<file path="config.mk">
export PLATFORM = sky130hd
export DESIGN_NAME = stream_find_replace_unit
export DESIGN_NICKNAME = d
export VERILOG_FILES = /design/src/hw/rtl/sfr_pkg.sv /design/src/hw/rtl/sfr_regs.sv /design/src/hw/rtl/sfr_step.sv /design/src/hw/rtl/sfr_outbuf.sv /design/src/hw/rtl/stream_find_replace_unit.sv
export SDC_FILE = /design/constraint.sdc
export NUM_CORES = 1
export LEC_CHECK = 0
export BUFFER_PORTS_ARGS = -buffer_cell sky130_fd_sc_hd__buf_4
export CAP_MARGIN = 20
export CORE_UTILIZATION = 40
export DETAILED_ROUTE_END_ITERATION = 7
export PLACE_DENSITY = 0.67
export SETUP_SLACK_MARGIN = 0.2
export SLEW_MARGIN = 5
export SYNTH_ARGS = -nofsm -noshare
export SYNTH_HDL_FRONTEND = slang
export SYNTH_SLANG_ARGS = --single-unit
</file>
<file path="constraint.sdc">
create_clock -name aclk -period 8.3 [get_ports aclk]
set_clock_uncertainty 0.2 [all_clocks]
set_input_delay 2.49 -clock aclk [delete_from_list [all_inputs] [get_ports aclk]]
set_output_delay 2.49 -clock aclk [all_outputs]
set_load 0.03 [all_outputs]
</file>
<file path="src/hw/rtl/sfr_pkg.sv">
`default_nettype none

package sfr_pkg;

    // Pattern and replacement limits, window and per-beat result limits
    localparam int MAX_PATTERN = 8;
    localparam int MAX_REPLACE = 8;
    localparam int WIN_DEPTH   = 8;
    localparam int OUT_LIMIT   = 8;

    // APB register map: 64-bit registers at byte address 8*i
    localparam int ADDR_W = 5;
    localparam int DATA_W = 64;
    localparam logic [1:0] REG_SEARCH_BYTES  = 2'd0;
    localparam logic [1:0] REG_SEARCH_COUNT  = 2'd1;
    localparam logic [1:0] REG_REPLACE_BYTES = 2'd2;
    localparam logic [1:0] REG_REPLACE_COUNT = 2'd3;

    typedef struct packed {
        logic [7:0] text_byte;
        logic       text_last;
    } text_in_t;

    typedef struct packed {
        logic [7:0] out_byte;
        logic       byte_present;
        logic       run_last;
        logic       text_end;
    } result_out_t;

    typedef struct packed {
        logic [63:0] search_bytes;
        logic [3:0]  search_count;
        logic [63:0] replace_bytes;
        logic [3:0]  replace_count;
    } cfg_t;

    typedef logic [OUT_LIMIT-1:0][7:0] byte_row_t;

    // Control handed from the step logic to the result buffer
    typedef struct packed {
        logic       load;
        logic [3:0] count;
        logic       empty;
        logic       text_end;
    } res_load_t;

endpackage

`default_nettype wire

</file>
<file path="src/hw/rtl/sfr_regs.sv">
`default_nettype none

module sfr_regs (
    input  wire logic                       aclk,
    input  wire logic                       aresetn,
    input  wire logic                       psel,
    input  wire logic                       penable,
    input  wire logic                       pwrite,
    input  wire logic [sfr_pkg::ADDR_W-1:0] paddr,
    input  wire logic [sfr_pkg::DATA_W-1:0] pwdata,
    output logic      [sfr_pkg::DATA_W-1:0] prdata,
    output logic                            pready,
    output sfr_pkg::cfg_t                   cfg
);

    sfr_pkg::cfg_t cfg_reg;
    sfr_pkg::cfg_t cfg_next;
    logic [1:0]    reg_idx;

    assign reg_idx = paddr[4:3];
    assign pready  = 1'b1;
    assign cfg     = cfg_reg;

    // Decode a completed write beat into the register file
    always_comb begin
        cfg_next = cfg_reg;
        if (psel && penable && pwrite) begin
            case (reg_idx)
                sfr_pkg::REG_SEARCH_BYTES:  cfg_next.search_bytes  = pwdata;
                sfr_pkg::REG_SEARCH_COUNT:  cfg_next.search_count  = pwdata[3:0];
                sfr_pkg::REG_REPLACE_BYTES: cfg_next.replace_bytes = pwdata;
                sfr_pkg::REG_REPLACE_COUNT: cfg_next.replace_count = pwdata[3:0];
                default:                    cfg_next = cfg_reg;
            endcase
        end
    end

    always_ff @(posedge aclk) begin
        if (!aresetn) begin
            cfg_reg.search_bytes  <= '0;
            cfg_reg.search_count  <= 4'd1;
            cfg_reg.replace_bytes <= '0;
            cfg_reg.replace_count <= 4'd0;
        end else begin
            cfg_reg <= cfg_next;
        end
    end

    // Read back
    always_comb begin
        case (reg_idx)
            sfr_pkg::REG_SEARCH_BYTES:  prdata = cfg_reg.search_bytes;
            sfr_pkg::REG_SEARCH_COUNT:  prdata = {60'd0, cfg_reg.search_count};
            sfr_pkg::REG_REPLACE_BYTES: prdata = cfg_reg.replace_bytes;
            sfr_pkg::REG_REPLACE_COUNT: prdata = {60'd0, cfg_reg.replace_count};
            default:                    prdata = '0;
        endcase
    end

endmodule

`default_nettype wire

</file>
<file path="src/hw/rtl/sfr_step.sv">
`default_nettype none

module sfr_step #(
    parameter int MAX_PATTERN = sfr_pkg::MAX_PATTERN,
    parameter int MAX_REPLACE = sfr_pkg::MAX_REPLACE
) (
    input  wire logic                  aclk,
    input  wire logic                  aresetn,
    input  wire logic                  accept,
    input  wire sfr_pkg::text_in_t     s_data,
    input  wire sfr_pkg::cfg_t         cfg,
    output sfr_pkg::res_load_t         res_ctl,
    output sfr_pkg::byte_row_t         res_bytes
);

    sfr_pkg::byte_row_t win_reg;
    sfr_pkg::byte_row_t win_next;
    logic [2:0]         fill_reg;
    logic [2:0]         fill_next;

    sfr_pkg::byte_row_t ext;
    sfr_pkg::byte_row_t shifted;
    logic [3:0]         pat;
    logic [3:0]         rep;
    logic [3:0]         nf;
    logic               do_cmp;
    logic               match;
    logic [3:0]         drop;
    logic [3:0]         keep;
    logic [3:0]         n0;
    logic [4:0]         total;
    logic [3:0]         src;

    // Effective pattern and replacement lengths
    always_comb begin
        if (cfg.search_count == 4'd0)
            pat = 4'd1;
        else if (cfg.search_count > 4'(MAX_PATTERN))
            pat = 4'(MAX_PATTERN);
        else
            pat = cfg.search_count;
        if (cfg.replace_count > 4'(MAX_REPLACE))
            rep = 4'(MAX_REPLACE);
        else
            rep = cfg.replace_count;
    end

    // Append the beat, compare, and work out what leaves the window
    always_comb begin
        ext           = win_reg;
        ext[fill_reg] = s_data.text_byte;
        nf            = {1'b0, fill_reg} + 4'd1;
        do_cmp        = (nf >= pat);
        match         = 1'b1;
        for (int i = 0; i < sfr_pkg::WIN_DEPTH; i++) begin
            if ((4'(i) < pat) && (ext[i] != cfg.search_bytes[8*i +: 8]))
                match = 1'b0;
        end
        if (!do_cmp) begin
            drop = 4'd0;
            n0   = 4'd0;
        end else if (match) begin
            drop = pat;
            n0   = rep;
        end else begin
            drop = 4'd1;
            n0   = 4'd1;
        end
        keep = nf - drop;
        for (int j = 0; j < sfr_pkg::WIN_DEPTH; j++) begin
            src = 4'(j) + drop;
            shifted[j] = (src < 4'(sfr_pkg::WIN_DEPTH)) ? ext[src[2:0]] : 8'd0;
        end
    end

    // Build the result row: replacement or oldest byte, then flushed bytes
    always_comb begin
        for (int k = 0; k < sfr_pkg::OUT_LIMIT; k++) begin
            if (4'(k) < n0)
                res_bytes[k] = match ? cfg.replace_bytes[8*k +: 8] : ext[0];
            else
                res_bytes[k] = shifted[3'(4'(k) - n0)];
        end
        total = {1'b0, n0} + {1'b0, keep};
        res_ctl.load     = accept;
        res_ctl.text_end = s_data.text_last;
        res_ctl.empty    = 1'b0;
        if (s_data.text_last) begin
            if (total == 5'd0) begin
                res_ctl.count = 4'd1;
                res_ctl.empty = 1'b1;
            end else if (total > 5'(sfr_pkg::OUT_LIMIT)) begin
                res_ctl.count = 4'(sfr_pkg::OUT_LIMIT);
            end else begin
                res_ctl.count = total[3:0];
            end
        end else begin
            res_ctl.count = n0;
        end
    end

    // Advance the window; end of text leaves it empty
    always_comb begin
        win_next  = win_reg;
        fill_next = fill_reg;
        if (accept) begin
            win_next  = shifted;
            fill_next = s_data.text_last ? 3'd0 : keep[2:0];
        end
    end

    always_ff @(posedge aclk) begin
        win_reg <= win_next;
    end

    always_ff @(posedge aclk) begin
        if (!aresetn) begin
            fill_reg <= 3'd0;
        end else begin
            fill_reg <= fill_next;
        end
    end

endmodule

`default_nettype wire

</file>
<file path="src/hw/rtl/sfr_outbuf.sv">
`default_nettype none

module sfr_outbuf (
    input  wire logic               aclk,
    input  wire logic               aresetn,
    input  wire sfr_pkg::res_load_t res_ctl,
    input  wire sfr_pkg::byte_row_t res_bytes,
    output logic                    free,
    output logic                    m_valid,
    input  wire logic               m_ready,
    output sfr_pkg::result_out_t    m_data
);

    sfr_pkg::byte_row_t bytes_reg;
    logic [2:0]         idx_reg;
    logic [2:0]         idx_next;
    logic [3:0]         cnt_reg;
    logic               valid_reg;
    logic               valid_next;
    logic               empty_reg;
    logic               end_reg;
    logic               last_beat;

    assign last_beat = (({1'b0, idx_reg} + 4'd1) == cnt_reg);
    assign free      = !valid_reg || (m_ready && last_beat);
    assign m_valid   = valid_reg;

    // Present the current beat of the run
    always_comb begin
        m_data.out_byte     = empty_reg ? 8'd0 : bytes_reg[idx_reg];
        m_data.byte_present = !empty_reg;
        m_data.run_last     = last_beat;
        m_data.text_end     = end_reg && last_beat;
    end

    // Pop one beat per transfer, reload when a new run arrives
    always_comb begin
        idx_next   = idx_reg;
        valid_next = valid_reg;
        if (valid_reg && m_ready) begin
            if (last_beat)
                valid_next = 1'b0;
            else
                idx_next = idx_reg + 3'd1;
        end
        if (res_ctl.load) begin
            idx_next   = 3'd0;
            valid_next = (res_ctl.count != 4'd0);
        end
    end

    always_ff @(posedge aclk) begin
        if (res_ctl.load) begin
            bytes_reg <= res_bytes;
            cnt_reg   <= res_ctl.count;
            empty_reg <= res_ctl.empty;
            end_reg   <= res_ctl.text_end;
        end
    end

    always_ff @(posedge aclk) begin
        if (!aresetn) begin
            valid_reg <= 1'b0;
            idx_reg   <= 3'd0;
        end else begin
            valid_reg <= valid_next;
            idx_reg   <= idx_next;
        end
    end

endmodule

`default_nettype wire

</file>
<file path="src/hw/rtl/stream_find_replace_unit.sv">
// Streaming search and replace-all over a byte stream.
// Input channel (s_valid/s_ready/s_data): one text byte per beat, with
// text_last on the final byte of a text. Result channel (m_valid/m_ready/
// m_data): edited bytes in order, run_last on the final beat caused by an
// input byte, text_end on the final beat of a text; a text whose tail yields
// nothing ends with one beat that has byte_present low.
// Configuration: APB port, 64-bit registers at byte address 8*i (search
// bytes, search count, replacement bytes, replacement count); write only
// while no text byte is in flight.
// A result beat appears in the cycle after the input beat causing it. An
// input byte yielding several beats holds the input while the result
// buffer drains one beat per cycle as m_ready allows; bytes yielding zero
// or one beat flow at one per cycle while m_ready is high, accepted as the
// previous beat is taken. Reset empties the window and result buffer and
// restores search count 1, replacement count 0. When m_ready is low the
// pending run holds; s_ready drops once the buffer cannot take the next run.
`default_nettype none

module stream_find_replace_unit #(
    parameter int MAX_PATTERN = sfr_pkg::MAX_PATTERN,
    parameter int MAX_REPLACE = sfr_pkg::MAX_REPLACE
) (
    input  wire logic                       aclk,
    input  wire logic                       aresetn,
    input  wire logic                       s_valid,
    output logic                            s_ready,
    input  wire sfr_pkg::text_in_t          s_data,
    output logic                            m_valid,
    input  wire logic                       m_ready,
    output sfr_pkg::result_out_t            m_data,
    input  wire logic                       psel,
    input  wire logic                       penable,
    input  wire logic                       pwrite,
    input  wire logic [sfr_pkg::ADDR_W-1:0] paddr,
    input  wire logic [sfr_pkg::DATA_W-1:0] pwdata,
    output logic      [sfr_pkg::DATA_W-1:0] prdata,
    output logic                            pready
);

    sfr_pkg::cfg_t      cfg;
    sfr_pkg::res_load_t res_ctl;
    sfr_pkg::byte_row_t res_bytes;
    logic               free;
    logic               accept;

    assign s_ready = free;
    assign accept  = s_valid && free;

    sfr_regs u_regs (
        .aclk    (aclk),
        .aresetn (aresetn),
        .psel    (psel),
        .penable (penable),
        .pwrite  (pwrite),
        .paddr   (paddr),
        .pwdata  (pwdata),
        .prdata  (prdata),
        .pready  (pready),
        .cfg     (cfg)
    );

    sfr_step #(
        .MAX_PATTERN (MAX_PATTERN),
        .MAX_REPLACE (MAX_REPLACE)
    ) u_step (
        .aclk      (aclk),
        .aresetn   (aresetn),
        .accept    (accept),
        .s_data    (s_data),
        .cfg       (cfg),
        .res_ctl   (res_ctl),
        .res_bytes (res_bytes)
    );

    sfr_outbuf u_outbuf (
        .aclk      (aclk),
        .aresetn   (aresetn),
        .res_ctl   (res_ctl),
        .res_bytes (res_bytes),
        .free      (free),
        .m_valid   (m_valid),
        .m_ready   (m_ready),
        .m_data    (m_data)
    );

endmodule

`default_nettype wire

</file>
==> results, run 1 <==
- The total area inside the core boundary comes to 49050 um^2.
- VDD sags by at most between 0.1 and 0.15 mV.
- For this run, the total global-route usage over all layers was measured as approximately 39%.
- The launch point of the critical path is s_data[6].
- The number of warnings printed during yosys synthesis is 0.
- The worst hold path cell count is 2.
- The layout has 4722 filler cells.
- The share of the Yosys chip area taken by registers is about a third.
- The worst-case clock buffer depth is 3.
- The startpoint identified for the worst hold timing path is u_regs.cfg[36].
- The maximum level of the CTS H-tree is 2.
- The worst hold path terminates at u_regs.cfg[36].
- In the post-synthesis netlist, the cell with the most instances is nand2_1.
- The post-route standard cell area excluding fillers is around 23000 um^2.
- Summing all flip-flop and latch instances after layout gives 6887 um^2.
- The tree is rooted in a clkbuf_16.
- The startpoint type of the worst setup path is an input pin.
- In the final routed layout, each cell accounts on average for 32.05 um.
- The run finished with clean final reports.
- The wire-length estimate of the detail-placed layout is between 70 and 80 mm.
- Among all flip-flop cells after synthesis, the most frequent one is dfxtp_1.
- The maximum number of pins on one net before global-route repair is 73.
- The later pin in the worst-skew pair is clocked with a latency of 570 ps.
- The first-pass iteration count of the detailed router is 7.
- The number of different library cells in the post-synthesis netlist is a little over 100.
- TritonCTS built the clock tree.
- The highest net fanout along the worst path is 14.
- The share of post-route cells with drive strength above 1 is between 10% and 20%.
- After clock tree synthesis, the clock-pin slew on the worst setup and hold paths is 60 ps.
- The proportion of netlist area held by the largest area contributor is 20.21%.
- The area of the mapped netlist is 19910 um^2.
- The initialized floorplan defines roughly 80 standard-cell rows.
- The critical path capture point type is a flip-flop.
- The synthesized net count is 2390.
- The post-route minimum period is ~7700 ps.
- The area of the die is slightly above 50000 um^2.
- After layout, the worst path uses between 90 and 100% of the clock period.
- The number of nets in the layout is ~2600.
- The number of top-level pins is ~160.
- The number of gates resized after CTS was 0.
- For this design, the sink count on the clock tree is 277.
- The number of max-slew violations in the final report was 0.
- Global routing finished with a remaining overflow of 0.
- The analysis attributes to cell leakage a power of approximately 9.1 nW.
- The critical path class is in2reg.
- A synthesized cell averages a little under 9 um^2.
- In this run, post-CTS hold repair placed 0 buffers.
- The detail route stage leaves a number of antenna-violating nets equal to 0.
- The count of buffers inserted at the top-level ports is 158.
- TritonCTS created 35 clock buffers.
- The setup TNS is 0 ps.
- Static timing analysis puts the maximum clock frequency at 0.1306 GHz.
- At the worst endpoint, the required time is 8360 ps.
- The average vias per placed instance is around 6.6.
- In this run the post-CTS setup repair buffer count came out at 0.
- The final RePlAce weighted congestion is 1.083.
- Counting flops and latches in the post-synthesis netlist gives roughly 280.
- The number of design-rule violations left by the first detailed-router iteration is approximately 3300.
- The total number of vias is between 20000 and 25000.
- The cell depth of the worst flop-to-flop path is 18.
- For the pin with the worst max-slew slack, the measured transition is 1202 ps.
- The die boundary width is 225.1 um.
- Setup repair after global routing left no endpoint under its margin.
- The number of enable-type register cells in the synthesized netlist is 134.
- The final count of hold timing violations is 0.
- The cell accounting for the most synthesized area is edfxtp_1.
- The via count of the first global-routing pass is between 15000 and 20000.
- Sorting the synthesized cells by how often they occur yields 375 x nand2_1, 169 x mux2i_1, 169 x nor2_1.
- After synthesis, the cell types taking the most area are edfxtp_1 20%, dfxtp_1 14%, mux2i_1 8.5%.
- The die is 225.1 um tall.
- The share of flip-flops with an asynchronous set or reset after synthesis is 0%.
- The start of the worst register-to-register path is u_step.fill_reg[0].
- Dividing total power by cell area gives a power density of approximately 170 nW/um^2.
- The class of the most critical hold timing path is reg2reg.
- Summed over all layers, the routed wires come to 100.4 mm.
- Setup violations remaining at the end of the flow were counted as 0.
- Compared with the post-synthesis result, the final layout area differs by 17.75%.
- For flop-to-flop paths, the worst setup slack is approximately 1100 ps.
- The register with the most flip-flops in the layout has approximately 140 of them.
- The first global-routing pass estimated 140.1 mm of wire.
- In the synthesized netlist, the number of instances is roughly 2300.
- The tool flagged a number of max-cap violations equal to 0.
- The worst register-to-register path ends at u_outbuf.bytes_reg[8].
- Once the floorplan was initialized, standard cells occupied between 40 and 50% of the core.
- At the worst endpoint, the arrival time is a little under 8000 ps.
- The multi-input combinational cells in the finished layout cover a total of about 12000 um^2.
- The initial antenna violation count is 1.
- The post-route DRC violation count is 0.
- The worst pin sits at a relative slew slack of between 10% and 20%.
- The placed standard-cell area is roughly 22000 um^2.
==> cells in the final DEF, fill, tap and decap left out, drive strengths merged, types with 15 or more instances in the layout <==
cell type / instances
nand2: 376
buf: 299
mux2i: 174
nor2: 170
dfxtp: 143
edfxtp: 134
a21boi: 132
o21ai: 110
inv: 74
a21oi: 62
o211ai: 49
clkbuf: 47
o22ai: 44
mux2: 38
xnor2: 33
nor2b: 33
nand2b: 31
a22oi: 31
a22o: 29
a31oi: 28
nor3: 28
nand3: 27
mux4: 24
o221ai: 23
ha: 21
a211o: 20
a211oi: 17
o2111ai: 16
o2bb2ai: 15
o32ai: 15
==> area by class of cell <==
type                    count  share of cell area, %
multi-input cells        1759                  51.45
flip-flops and latches    277                  29.37
repair buffers            299                  9.644
clock buffers              47                  4.285
well taps                 664                  3.544
inverters                  73                  1.179
clock inverters            13                 0.5177
diodes                      1                0.01067
==> worst max-delay path, cell delays in order <==
cell      delay (ps)
buf_4            210
mux2i_1          680
xor2_1           180
and4bb_2         360
nand2_1          200
or3_4            530
o21ai_1          220
nand2_1          180
clkinv_1         100
buf_4            240
ha_1             350
a31oi_1          210
nand2_1          350
o22ai_1          190
buf_4            180
buf_4            130
mux2i_1          600
o21ai_0          270
==> power by group <==
part	leakage, nW	internal (mW)	switching, mW	total [mW]
Clock	0.550	0.861	0.657	1.52
Combinational	6.12	0.309	0.553	0.862
Sequential	2.46	1.54	0.0491	1.59
==> per-layer routing <==
| layer | track usage, % | share of wire, % | up-vias |
|---|---|---|---|
| met5 | 0 | 0 | - |
| met4 | 24.03 | 7.2 | 0 |
| met1 | 51.48 | 40 | 10140 |
| li1 | - | - | 8829 |
| met2 | 56.47 | 42 | 1394 |
| met3 | 10.21 | 11 | 294 |
==> cells by family (layout without fill, tap and decap cells) <==
| kind of cell | after synthesis | count (layout) | share of synthesized area, % |
|---|---|---|---|
| DFF | 277 | 277 | 34.59 |
| and+or+nand+nor | 747 | 747 | 17.31 |
| xor gates and xnor gates | 47 | 47 | 2.105 |
| AOI/OAI and AO/OA | 704 | 704 | 25.66 |
| adders and majority gates | 24 | 24 | 1.571 |
| buffers and inverters | 246 | 432 | 5.040 |
| muxes | 236 | 236 | 13.71 |
| other | 1 | 2 | 0.01883 |
==> worst max path at each step <==
stage,slack (ps),cells past startpoint,end
floorplan,710,21,u_outbuf.bytes_reg[57]
global placement,410,17,u_outbuf.bytes_reg[50]
detailed placement,360,17,u_outbuf.bytes_reg[50]
CTS,940,17,u_outbuf.bytes_reg[50]
global route,620,18,u_outbuf.bytes_reg[5]
finish,650,18,u_outbuf.bytes_reg[8]
==> through the flow <==
stage	hold slack [ps]	utilization [%]	setup WS [ps]	instances	total power, mW
after floorplan	253.1	-	706.4	2282	2.064
after global placement	271.1	45.46	414.0	3070	2.430
after detailed placement	279.5	45.50	358.3	3072	2.439
after CTS	287.8	47.79	944.2	3132	3.946
after global routing	312.8	47.79	623.1	3132	4.052
final	289.5	47.80	645.3	3133	3.966
(Power assumes the default switching activity.)
==> inputs of run 2 (changes only) <==
--- a/config.mk
+++ b/config.mk
@@ -14,4 +14,5 @@
 export SLEW_MARGIN = 5
 export SYNTH_ARGS = -nofsm -noshare
 export SYNTH_HDL_FRONTEND = slang
+export SYNTH_HIERARCHICAL = 1
 export SYNTH_SLANG_ARGS = --single-unit
==> run 2 against run 1 <==
Against the previous run:
- fmax rose by 0.12%
- worst setup slack improved by 9.0 ps
- first-iteration DRC count decreased by 17%
==> results, run 2 <==
- Summing every instance area after synthesis gives ~21000 um^2.
- The worst setup path is captured at a flip-flop.
- The share of flip-flops with an asynchronous set or reset after synthesis is 0%.
- The master cell of the clock root buffer is clkbuf_16.
- Cells with a size suffix above 1 make up a little over a quarter of the layout.
- Post-CTS timing repair inserted 0 buffers for setup.
- After clock tree synthesis, the clock-pin slew on the worst setup and hold paths is 60 ps.
- The critical path is of the in2reg type.
- The worst hold path passes through 2 cells.
- The total area inside the core boundary comes to 51300 um^2.
- The synthesized net count is around 2300.
- Row generation in the floorplan step produced 83 rows.
- Across the VDD grid, the largest voltage drop is 0.1819 mV.
- The post-route minimum period is about 7600 ps.
- The number of max-slew violations in the final report is 0.
- After routing, the total negative slack on setup checks comes to 0 ps.
- The die height is 229.7 um.
- After detailed routing, the average wire length per cell comes to between 30 and 40 um.
- The final global-route overflow total is 0.
- Ranked by instance count, the synthesized netlist is headed by 321 x mux2i_1, 318 x nand2_1, 160 x nor2_1.
- After detailed routing, the number of remaining DRC violations is 0.
- Setup repair after global routing left no endpoint under its margin.
- The number of different library cells in the post-synthesis netlist is around 110.
- The number of buffers inserted during clock tree synthesis is 35.
- For the worst setup path, the data arrival time is approximately 7800 ps.
- The run finished with clean final reports.
- The number of warnings printed during yosys synthesis is 6.
- The library cell used most frequently in the layout, excluding fill and tap cells, is buf_4.
- The final count of hold timing violations came to 0.
- Once detail routing completed, the nets flagged for antenna violations numbered 0.
- The starting density of the core is a little over 40%.
- In this run the worst hold path is classified as reg2reg.
- STA classifies the critical path startpoint as an input pin.
- The top cell type by area accounts for between 10% and 20% of the synthesized area.
- Port buffering added between 150 and 200 buffers.
- The final RePlAce weighted congestion is between 1 and 1.5.
- The average vias per placed instance is 6.373.
- The first global-routing pass estimated about 150 mm of wire.
- In the global route stage, overall resource usage came out at 40.18%.
- The post-route fraction of the period consumed by the critical path is just over 90%.
- The insertion delay of the later-clocked pin in the worst-skew pair is 560 ps.
- The register with the most flip-flops in the layout has approximately 140 of them.
- For this run, the detailed router's first-pass iteration total came to 5.
- Compared with the post-synthesis result, the final layout area differs by 24.39%.
- The sequential-to-total area share from yosys stat is 33.19%.
- The actual slew at the worst max-slew pin is 1105 ps.
- The initial antenna violation count is 6.
- In this run, post-CTS hold repair placed 0 buffers.
- The highest net fanout along the worst path is 10.
- The maximum level of the CTS H-tree is 2.
- The detailed placer's ending HPWL is around 87 mm.
- The total wire length after detailed routing is about 110 mm.
- The number of nets in the layout is about 2700.
- In the layout the commonest cells are 482 x buf_4, 321 x mux2i_1, 318 x nand2_1.
- The data required time of the critical path is between 8000 and 9000 ps.
- The mean instance size in the synthesized netlist is approximately 9.4 um^2.
- Synthesis handed over a netlist of ~2200 instances.
- By instance count, the leading cell after synthesis is mux2i_1.
- Among all flip-flop cells after synthesis, the most frequent one is dfxtp_1.
- Across the run, the number of max-cap violations was 0.
- The cell accounting for the most synthesized area is edfxtp_1.
- In this run the deepest clock path goes through 3 buffers.
- The total number of vias is approximately 21000.
- The final core utilization is between 50% and 60%.
- The analysis attributes to cell leakage a power of between 10 and 15 nW.
- The die covers around 53000 um^2.
- TritonCTS built the clock tree.
- The die boundary width is 229.7 um.
- By area the synthesized netlist is led by edfxtp_1 19%, mux2i_1 15%, dfxtp_1 14%.
- Counting cells, the worst reg-to-reg path comes to 21.
- For this design the top-level I/O count stands at around 160.
- Synthesis inferred ~280 register bits.
- Derived from the worst setup path, the maximum achievable clock frequency is approximately 0.13 GHz.
- The via count of the first global-routing pass came to just under 20000.
- The quantity of gates resized following cts is 0.
- The maximum number of pins on one net before global-route repair is ~120.
- The number of enable-type register cells in the synthesized netlist is 134.
- The worst max-slew margin expressed relative to the limit is approximately a quarter.
- The power density relative to cell area is approximately 170 nW/um^2.
- For this design, the sink count on the clock tree is 277.
- The detailed router finished its first iteration with 2756 violations.
- The final number of setup-violating endpoints is 0.
run 2: path summary, 6_finish.rpt:
kind,startpoint,end,slack [ps]
min,u_regs/cfg[71],u_regs/cfg[71],280
min reg2reg,u_regs/cfg[71],u_regs/cfg[71],280
max reg2reg,u_step/fill_reg[0],u_outbuf/bytes_reg[39],1410
max,s_data[1],u_outbuf/bytes_reg[39],650
run 2: cells by family (layout without fill, tap and decap cells):
kind of cell / count (synthesis) / after routing / synth area share [%]
compound gates: 497 / 497 / 16.84
xor+xnor: 53 / 53 / 2.274
fa+ha+maj: 24 / 24 / 1.508
buf+inv: 267 / 662 / 6.254
flops: 277 / 277 / 33.19
mux: 418 / 418 / 24.71
other cells: 1 / 2 / 0.01807
simple gates: 681 / 681 / 15.20
run 2: per-layer routing:
metal	vias to the layer above	global-route usage (%)	share of wire (%)	routed length [um]
li1	8993	-	-	-
met1	10450	55.21	42	45260
met2	1293	61.24	43	47250
met3	254	7.999	9.8	10630
met4	2	17.16	5.2	5601
met5	-	0	0.012	13
run 2: cell type report:
class	instances	area [um^2]
fill	4777	25490
multi-input combinational	1674	12610
clock inverter	12	111.4
clock buffer	51	1050
tap	680	850.8
antenna	1	2.502
sequential	277	6887
inverter	102	382.9
timing repair buffer	497	3918
run 2: report_power, final:
| group | switching (mW) | total (mW) | internal (mW) |
|---|---|---|---|
| clock | 0.642 | 1.56 | 0.916 |
| sequential | 0.0629 | 1.61 | 1.55 |
| combinational | 0.667 | 1.10 | 0.430 |
run 2: worst max-delay path, cell delays in order:
cell and delay (ps):
buf_4 180, inv_1 400, o22ai_1 170, nor4_1 290
o221ai_1 370, or2_1 400, nor3_4 230, a21oi_2 70
buf_4 180, nor2_1 250, buf_4 170, inv_1 70
buf_4 150, ha_1 210, inv_1 140, a41oi_1 130
and2_1 240, o211ai_1 320, o22ai_2 240, mux4_2 510
nand2_1 160, o311ai_1 170, buf_4 180
run 2: metrics by stage:
| stage | setup WS [ps] | total power [mW] | cell area [um^2] | hold slack (ps) | std cells |
|---|---|---|---|---|---|
| final | 654.3 | 4.267 | 25810 | 276.0 | 3294 |
| after global routing | 432.8 | 4.356 | 25810 | 297.2 | 3293 |
| after CTS | 913.3 | 4.240 | 25780 | 270.2 | 3292 |
| after detailed placement | 335.1 | 2.693 | 24620 | 262.0 | 3229 |
| after global placement | 336.7 | 2.691 | 24620 | 247.7 | 3229 |
| after floorplan | 498.5 | 2.139 | 20750 | 241.4 | 2218 |
